File: config.mk
export PLATFORM = sky130hd
export DESIGN_NAME = topological_sort_source_removal_top
export DESIGN_NICKNAME = d
export VERILOG_FILES = /design/src/hdl/tss_pkg.sv /design/src/hdl/tss_degree.sv /design/src/hdl/topological_sort_source_removal_top.sv
export SDC_FILE = /design/constraint.sdc
export NUM_CORES = 1
export LEC_CHECK = 0
export BUFFER_PORTS_ARGS = -buffer_cell sky130_fd_sc_hd__buf_2
export CORE_AREA = 2 2 236 238
export DETAILED_ROUTE_END_ITERATION = 10
export DIE_AREA = 0 0 238 240
export PLACE_DENSITY = 0.67
export SLEW_MARGIN = 40
export SYNTH_ARGS = -nofsm -noshare
export SYNTH_HDL_FRONTEND = slang
export SYNTH_SLANG_ARGS = --single-unit
File: constraint.sdc
create_clock -name clk -period 7.67 [get_ports clk]
set_input_delay 1.534 -clock clk [delete_from_list [all_inputs] [get_ports clk]]
set_output_delay 1.534 -clock clk [all_outputs]
set_load 0.005 [all_outputs]
File: src/hdl/tss_pkg.sv
package tss_pkg;

    localparam int MAX_NODES = 16;
    localparam int IDX_W     = 4;
    localparam int CNT_W     = 5;
    localparam int ROW_W     = 16;

    typedef struct packed {
        logic             op;
        logic [IDX_W-1:0] row_index;
        logic [ROW_W-1:0] row_bits;
    } item_t;

    typedef struct packed {
        logic [IDX_W-1:0] vertex;
        logic             vertex_valid;
        logic             last;
        logic             all_sorted;
    } result_t;

    // command to the in-degree lanes
    typedef struct packed {
        logic clear;
        logic add;
        logic sub;
    } deg_cmd_t;

    localparam logic OP_LOAD = 1'b0;
    localparam logic OP_RUN  = 1'b1;

endpackage

File: src/hdl/tss_degree.sv
module tss_degree (
    input  logic                            clk,
    input  tss_pkg::deg_cmd_t               cmd,
    input  logic [tss_pkg::MAX_NODES-1:0]   row,
    output logic [tss_pkg::MAX_NODES-1:0]   zero_mask,
    output logic [tss_pkg::MAX_NODES-1:0]   hit_mask
);

    logic [tss_pkg::CNT_W-1:0] deg_reg [tss_pkg::MAX_NODES];

    always_ff @(posedge clk)
    begin
        for (int i = 0; i < tss_pkg::MAX_NODES; i++)
        begin
            if (cmd.clear)
            begin
                deg_reg[i] <= '0;
            end
            else if (cmd.add && row[i])
            begin
                deg_reg[i] <= deg_reg[i] + tss_pkg::CNT_W'(1);
            end
            else if (cmd.sub && row[i] && (deg_reg[i] != '0))
            begin
                deg_reg[i] <= deg_reg[i] - tss_pkg::CNT_W'(1);
            end
        end
    end

    // hit: lane that drops to zero on this decrement
    always_comb
    begin
        for (int i = 0; i < tss_pkg::MAX_NODES; i++)
        begin
            zero_mask[i] = (deg_reg[i] == '0);
            hit_mask[i]  = row[i] && (deg_reg[i] == tss_pkg::CNT_W'(1));
        end
    end

endmodule

File: src/hdl/topological_sort_source_removal_top.sv
// Kahn topological sort over up to 16 vertices. An op 0 beat loads one
// adjacency row. An op 1 beat runs the sort over node_count vertices
// (values above 16 act as 16): in-degrees are built one adjacency row per
// cycle, zero-degree vertices are then queued one per cycle, and each
// dequeued vertex is emitted and its successors updated (dequeue, then
// queue check), with each successor it frees queued one per cycle. Run time
// is set by the single adjacency read port and the one-entry-per-cycle
// queue write. Results leave in topological order; the final result has
// last set and all_sorted tells whether every vertex was emitted. A run
// that emits nothing gives one result with vertex_valid low. item_ready is
// low while a run is in progress.
module topological_sort_source_removal_top (
    input  logic               clk,
    input  logic               rst_n,
    input  logic               psel,
    input  logic               penable,
    input  logic               pwrite,
    input  logic [2:0]         paddr,
    input  logic [31:0]        pwdata,
    output logic [31:0]        prdata,
    output logic               pready,
    input  logic               item_valid,
    output logic               item_ready,
    input  tss_pkg::item_t     item,
    output logic               result_valid,
    input  logic               result_ready,
    output tss_pkg::result_t   result
);

    localparam int N = tss_pkg::MAX_NODES;
    localparam int IW = tss_pkg::IDX_W;
    localparam int CW = tss_pkg::CNT_W;

    localparam logic [2:0] ST_IDLE   = 3'd0;
    localparam logic [2:0] ST_COUNT  = 3'd1;
    localparam logic [2:0] ST_SEED   = 3'd2;
    localparam logic [2:0] ST_ENQ    = 3'd3;
    localparam logic [2:0] ST_DEQ    = 3'd4;
    localparam logic [2:0] ST_FINISH = 3'd5;

    logic [2:0]              state_reg, state_next;
    logic [CW-1:0]           node_count_reg;
    logic [CW-1:0]           n_reg, n_next;
    logic [IW-1:0]           cnt_reg, cnt_next;
    logic [CW-1:0]           head_reg, head_next;
    logic [CW-1:0]           tail_reg, tail_next;
    logic [N-1:0]            pend_reg, pend_next;
    logic                    hold_valid_reg, hold_valid_next;
    logic [IW-1:0]           hold_vertex_reg, hold_vertex_next;
    logic                    result_valid_reg, result_valid_next;
    tss_pkg::result_t        result_reg, result_next;

    logic [tss_pkg::ROW_W-1:0] adj_reg [N];
    logic [IW-1:0]             queue_reg [N];

    logic [N-1:0]            use_mask;
    logic [IW-1:0]           adj_addr;
    logic [N-1:0]            row_sel;
    logic [N-1:0]            zero_mask;
    logic [N-1:0]            hit_mask;
    tss_pkg::deg_cmd_t       deg_cmd;
    logic [IW-1:0]           deq_vertex;
    logic [IW-1:0]           low_idx;
    logic                    can_push;
    logic                    cfg_write;
    logic                    item_fire;
    logic                    enq_write;
    logic [CW-1:0]           n_sat;

    assign pready    = 1'b1;
    assign prdata    = {{(32 - CW){1'b0}}, node_count_reg};
    assign cfg_write = psel && penable && pwrite && (paddr[2] == 1'b0);

    assign item_ready   = (state_reg == ST_IDLE);
    assign item_fire    = item_valid && item_ready;
    assign result_valid = result_valid_reg;
    assign result       = result_reg;
    assign can_push     = !result_valid_reg || result_ready;

    assign n_sat = (node_count_reg > CW'(N)) ? CW'(N) : node_count_reg;

    always_comb
    begin
        for (int i = 0; i < N; i++)
        begin
            use_mask[i] = (CW'(i) < n_reg);
        end
    end

    // lowest pending vertex goes into the queue first
    always_comb
    begin
        low_idx = '0;
        for (int i = N - 1; i >= 0; i--)
        begin
            if (pend_reg[i])
            begin
                low_idx = IW'(i);
            end
        end
    end

    assign deq_vertex = queue_reg[head_reg[IW-1:0]];
    assign adj_addr   = (state_reg == ST_COUNT) ? cnt_reg : deq_vertex;
    assign row_sel    = adj_reg[adj_addr] & use_mask;

    tss_degree u_degree (
        .clk       (clk),
        .cmd       (deg_cmd),
        .row       (row_sel),
        .zero_mask (zero_mask),
        .hit_mask  (hit_mask)
    );

    always_comb
    begin
        state_next        = state_reg;
        n_next            = n_reg;
        cnt_next          = cnt_reg;
        head_next         = head_reg;
        tail_next         = tail_reg;
        pend_next         = pend_reg;
        hold_valid_next   = hold_valid_reg;
        hold_vertex_next  = hold_vertex_reg;
        result_valid_next = result_valid_reg && !result_ready;
        result_next       = result_reg;
        deg_cmd           = '0;
        enq_write         = 1'b0;

        case (state_reg)
            ST_IDLE:
            begin
                if (item_fire && (item.op == tss_pkg::OP_RUN))
                begin
                    n_next          = n_sat;
                    cnt_next        = '0;
                    head_next       = '0;
                    tail_next       = '0;
                    hold_valid_next = 1'b0;
                    deg_cmd.clear   = 1'b1;
                    state_next      = (n_sat == '0) ? ST_FINISH : ST_COUNT;
                end
            end
            ST_COUNT:
            begin
                deg_cmd.add = 1'b1;
                cnt_next    = cnt_reg + IW'(1);
                if ({1'b0, cnt_reg} == (n_reg - CW'(1)))
                begin
                    state_next = ST_SEED;
                end
            end
            ST_SEED:
            begin
                pend_next  = zero_mask & use_mask;
                state_next = ST_ENQ;
            end
            ST_ENQ:
            begin
                if (pend_reg != '0)
                begin
                    enq_write = 1'b1;
                    tail_next = tail_reg + CW'(1);
                    pend_next = pend_reg & (pend_reg - N'(1));
                end
                else if (head_reg < tail_reg)
                begin
                    state_next = ST_DEQ;
                end
                else
                begin
                    state_next = ST_FINISH;
                end
            end
            ST_DEQ:
            begin
                // one result is held back so the final one can carry last
                if (!hold_valid_reg || can_push)
                begin
                    if (hold_valid_reg)
                    begin
                        result_valid_next        = 1'b1;
                        result_next.vertex       = hold_vertex_reg;
                        result_next.vertex_valid = 1'b1;
                        result_next.last         = 1'b0;
                        result_next.all_sorted   = 1'b0;
                    end
                    deg_cmd.sub      = 1'b1;
                    pend_next        = hit_mask;
                    hold_valid_next  = 1'b1;
                    hold_vertex_next = deq_vertex;
                    head_next        = head_reg + CW'(1);
                    state_next       = ST_ENQ;
                end
            end
            ST_FINISH:
            begin
                if (can_push)
                begin
                    result_valid_next = 1'b1;
                    result_next.last  = 1'b1;
                    if (hold_valid_reg)
                    begin
                        result_next.vertex       = hold_vertex_reg;
                        result_next.vertex_valid = 1'b1;
                        result_next.all_sorted   = (head_reg == n_reg);
                    end
                    else
                    begin
                        result_next.vertex       = '0;
                        result_next.vertex_valid = 1'b0;
                        result_next.all_sorted   = (n_reg == '0);
                    end
                    hold_valid_next = 1'b0;
                    state_next      = ST_IDLE;
                end
            end
            default:
            begin
                state_next = ST_IDLE;
            end
        endcase
    end

    always_ff @(posedge clk or negedge rst_n)
    begin
        if (!rst_n)
        begin
            state_reg        <= ST_IDLE;
            node_count_reg   <= CW'(N);
            n_reg            <= '0;
            cnt_reg          <= '0;
            head_reg         <= '0;
            tail_reg         <= '0;
            pend_reg         <= '0;
            hold_valid_reg   <= 1'b0;
            result_valid_reg <= 1'b0;
            for (int i = 0; i < N; i++)
            begin
                adj_reg[i] <= '0;
            end
        end
        else
        begin
            state_reg        <= state_next;
            n_reg            <= n_next;
            cnt_reg          <= cnt_next;
            head_reg         <= head_next;
            tail_reg         <= tail_next;
            pend_reg         <= pend_next;
            hold_valid_reg   <= hold_valid_next;
            result_valid_reg <= result_valid_next;
            if (cfg_write)
            begin
                node_count_reg <= pwdata[CW-1:0];
            end
            if (item_fire && (item.op == tss_pkg::OP_LOAD))
            begin
                adj_reg[item.row_index] <= item.row_bits;
            end
        end
    end

    always_ff @(posedge clk)
    begin
        hold_vertex_reg <= hold_vertex_next;
        result_reg      <= result_next;
        if (enq_write)
        begin
            queue_reg[tail_reg[IW-1:0]] <= low_idx;
        end
    end

endmodule

==> impl_metrics.py <==
metrics = {
    "outcome": {
        "outcome": "finished clean",
    },
    "logic_synthesis": {
        "synth-main-ff-cell": "dfrtp_1",
        "synthSimpleGateAreaFrac": 0.126,
        "yosysMostFrequentCell": "dfrtp_1",
        "syn_area_per_cell_um2": 11.0,
        "synthAdderAreaFrac": 0.0308,
        "synth_area_leaders": "dfrtp_1 31%, edfxtp_1 19%, mux2_2 12%, nand2_1 3.3%, ha_1 3.1%",
        "async_flop_share": 0.660,
        "synth_compound_area_frac": 0.128,
        "syn_area_mm2": 0.0244,
        "ys_seq_area_frac": 0.500,
        "synth_top_area_frac": 0.308,
        "yosysUniqueCellTypes": 100,
        "synth_top_family_by_area": "multiplexers",
        "synthXorXnorAreaFrac": 0.00611,
        "synth-seq-cells": 456,
        "synthCells": 2208,
        "yosysTopAreaCell": "dfrtp_1",
        "synth_edf_count": 155,
        "synth_common_cells": "300 x dfrtp_1, 269 x mux2_2, 214 x nand2_1, 155 x edfxtp_1, 132 x a21oi_1",
        "synth_warnings": 0,
        "synth_mux_area_frac": 0.162,
    },
    "clock_network": {
        "numClockSinks": 456,
        "postCtsSetupRepairBufs": 0,
        "clkSlewWorstSetupHoldPaths_ns": 0.06,
        "htreeDepth": 2,
        "post_cts_resized": 0,
        "cts_buffers": 49,
        "clock_latency_ns": 0.59,
        "cts_root_buffer": "clkbuf_16",
        "cts_tree": "built",
        "clk_path_buf_depth": 3,
        "holdBufCountCts": 0,
    },
    "worst_setup_path": {
        "r2r_slack_ns": 2.91,
        "reg2reg_depth": 9,
        "end_kind": "flop",
        "crit_fanout": 17,
        "worst_setup_path_start_kind": "flop",
        "crit_arrival_ns": 4.96,
        "crit_type": "reg -> reg",
        "crit_required_ns": 7.87,
        "r2r_start": "head_reg[3]",
        "timing.rr.end": "u_degree.deg_reg[1][19]",
    },
    "layout": {
        "diodes": 0,
        "fill_cells": 4829,
        "largest_reg_flops": 256,
        "drive_gt1_frac": 0.223,
        "fin_nets": 2318,
        "final_cell_area_mm2": 0.0267,
        "area_delta_synth_final_pct": 9.50,
    },
    "place": {
        "place_area_mm2": 0.0250,
        "port_buffers": 47,
        "hpwl_mm": 39.0,
        "routabilityCongestion": 0.830,
    },
    "global_route": {
        "grt_usage": 0.216,
        "grt_pass1_vias": 17500,
        "met3_usage": 0.0280,
        "grt_antenna_before_repair": 2,
        "grt_pass1_wl_mm": 97.4,
        "grt_remaining_overflow": 0,
        "met1_usage": 0.298,
        "busiest_layer": "met2",
        "grt_start_max_net_pins": 90,
        "use_met2": 0.351,
    },
    "route": {
        "viasPerCell": 6.01,
        "drcViolationCount": 0,
        "via_count": 17700,
        "detail_route.iter0.violations": 1267,
        "final_antenna_net_count": 0,
        "avgRoutedWirePerCell_um": 21.0,
        "wl_mm": 61.6,
        "drtPass1Iterations": 5,
    },
    "timing": {
        "whs_ns": 0.501,
        "finalHoldViolCount": 0,
        "period_needed_ns": 4.76,
        "final.setup_skew_ns": 0.0167,
        "drv_slew": 0,
        "clock.fmax_mhz": 210,
        "fin_crit_sh": 0.620,
        "finalSetupTns_ns": 0,
        "relSlewSlack": 0.437,
        "finalSetupViolCount": 0,
        "worst_pin_slew_ns": 0.844,
        "rsz0062_at_grt": "false",
    },
    "power": {
        "p_leak_nw": 11.4,
        "ir_worst_vdd_uv": 280,
        "power.density_mw_per_mm2": 427,
    },
    "floorplanning": {
        "dieArea_mm2": 0.0571,
        "io_pins": 105,
        "die_width_um": 238,
        "core-area_mm2": 0.0547,
        "start_util": 0.446,
        "rows": 86,
        "die_h_um": 240,
    },
    "flow_run": {
        "drv_cap": 0,
    },
    "hold_path": {
        "holdPathStages": 1,
        "hold_class": "reg -> reg",
        "min-delay-start": "adj_reg[161]",
        "hold_end": "adj_reg[161]",
    },
}
critical path: stages (launching register included):
cell	delay, ns
dfrtp_1	0.76
mux4_2	0.33
o21bai_1	0.12
nor3_1	0.70
or3_1	0.72
buf_4	0.41
nand2_1	0.15
o22ai_1	0.32
nor4_4	0.16
o31ai_1	0.67
per-stage QoR:
step           power [mW]  utilization  setup WS, ns  instances
2_1_floorplan        7.53            -          4.08       2234
3_3_place_gp         8.71        0.456          2.96       2846
3_5_place_dp         8.91        0.458          2.94       2848
4_1_cts              11.4        0.488          2.90       2937
5_1_grt              12.1        0.488          2.74       2937
6_report             11.4        0.488          2.91       2937
power breakdown:
group	total [mW]	switching [mW]	internal (mW)
clock	2.43	0.989	1.44
sequential	3.98	0.571	3.41
combinational	4.99	3.22	1.77
total	11.4	4.78	6.61
cells in the final DEF, fill, tap and decap left out, drive strengths merged, types with 60 or more instances in the layout:
| cell | count |
|---|---|
| nor3 | 77 |
| mux2i | 67 |
| edfxtp | 155 |
| buf | 77 |
| nand2 | 216 |
| nor2 | 122 |
| inv | 62 |
| dfrtp | 300 |
| o21ai | 99 |
| nand3 | 67 |
| mux2 | 274 |
| ha | 60 |
| clkbuf | 71 |
| a21oi | 135 |
area by class of cell:
class | count | area (um2) | area share
well taps | 704 | 881 | 0.0330
multi-input cells | 1549 | 11200 | 0.420
repair buffers | 77 | 527 | 0.0197
flip-flops and latches | 456 | 12200 | 0.457
inverters | 62 | 233 | 0.00872
clock inverters | 18 | 199 | 0.00745
clock buffers | 71 | 1450 | 0.0543
layer usage:
metal	vias to the layer above	wire length [um]
met5	-	12
li1	8040	-
met4	2	1900
met3	130	3210
met1	8943	27800
met2	545	28700
cells by family (layout without fill, tap and decap cells):
family | after synthesis | count (layout)
multiplexers | 349 | 349
AND/OR/NAND/NOR | 637 | 637
other | 2 | 28
adder cells (fa/ha/maj) | 60 | 60
XOR/XNOR | 17 | 17
AO/OA/AOI/OAI | 458 | 458
flip-flops | 456 | 456
buffers and inverters | 229 | 228
worst max-delay path by stage:
stage | end | slack [ns] | cells past startpoint | from
2_1_floorplan | u_degree.deg_reg[1][10] | 4.08 | 8 | result_ready
3_5_place_dp | u_degree.deg_reg[1][19] | 2.94 | 10 | head_reg[2]
6_report | u_degree.deg_reg[1][19] | 2.91 | 9 | head_reg[3]
5_1_grt | u_degree.deg_reg[1][19] | 2.74 | 11 | head_reg[1]
4_1_cts | u_degree.deg_reg[1][19] | 2.90 | 10 | head_reg[2]
3_3_place_gp | u_degree.deg_reg[1][17] | 2.96 | 10 | head_reg[0]
Note: power is estimated with default switching activity, not from simulation.
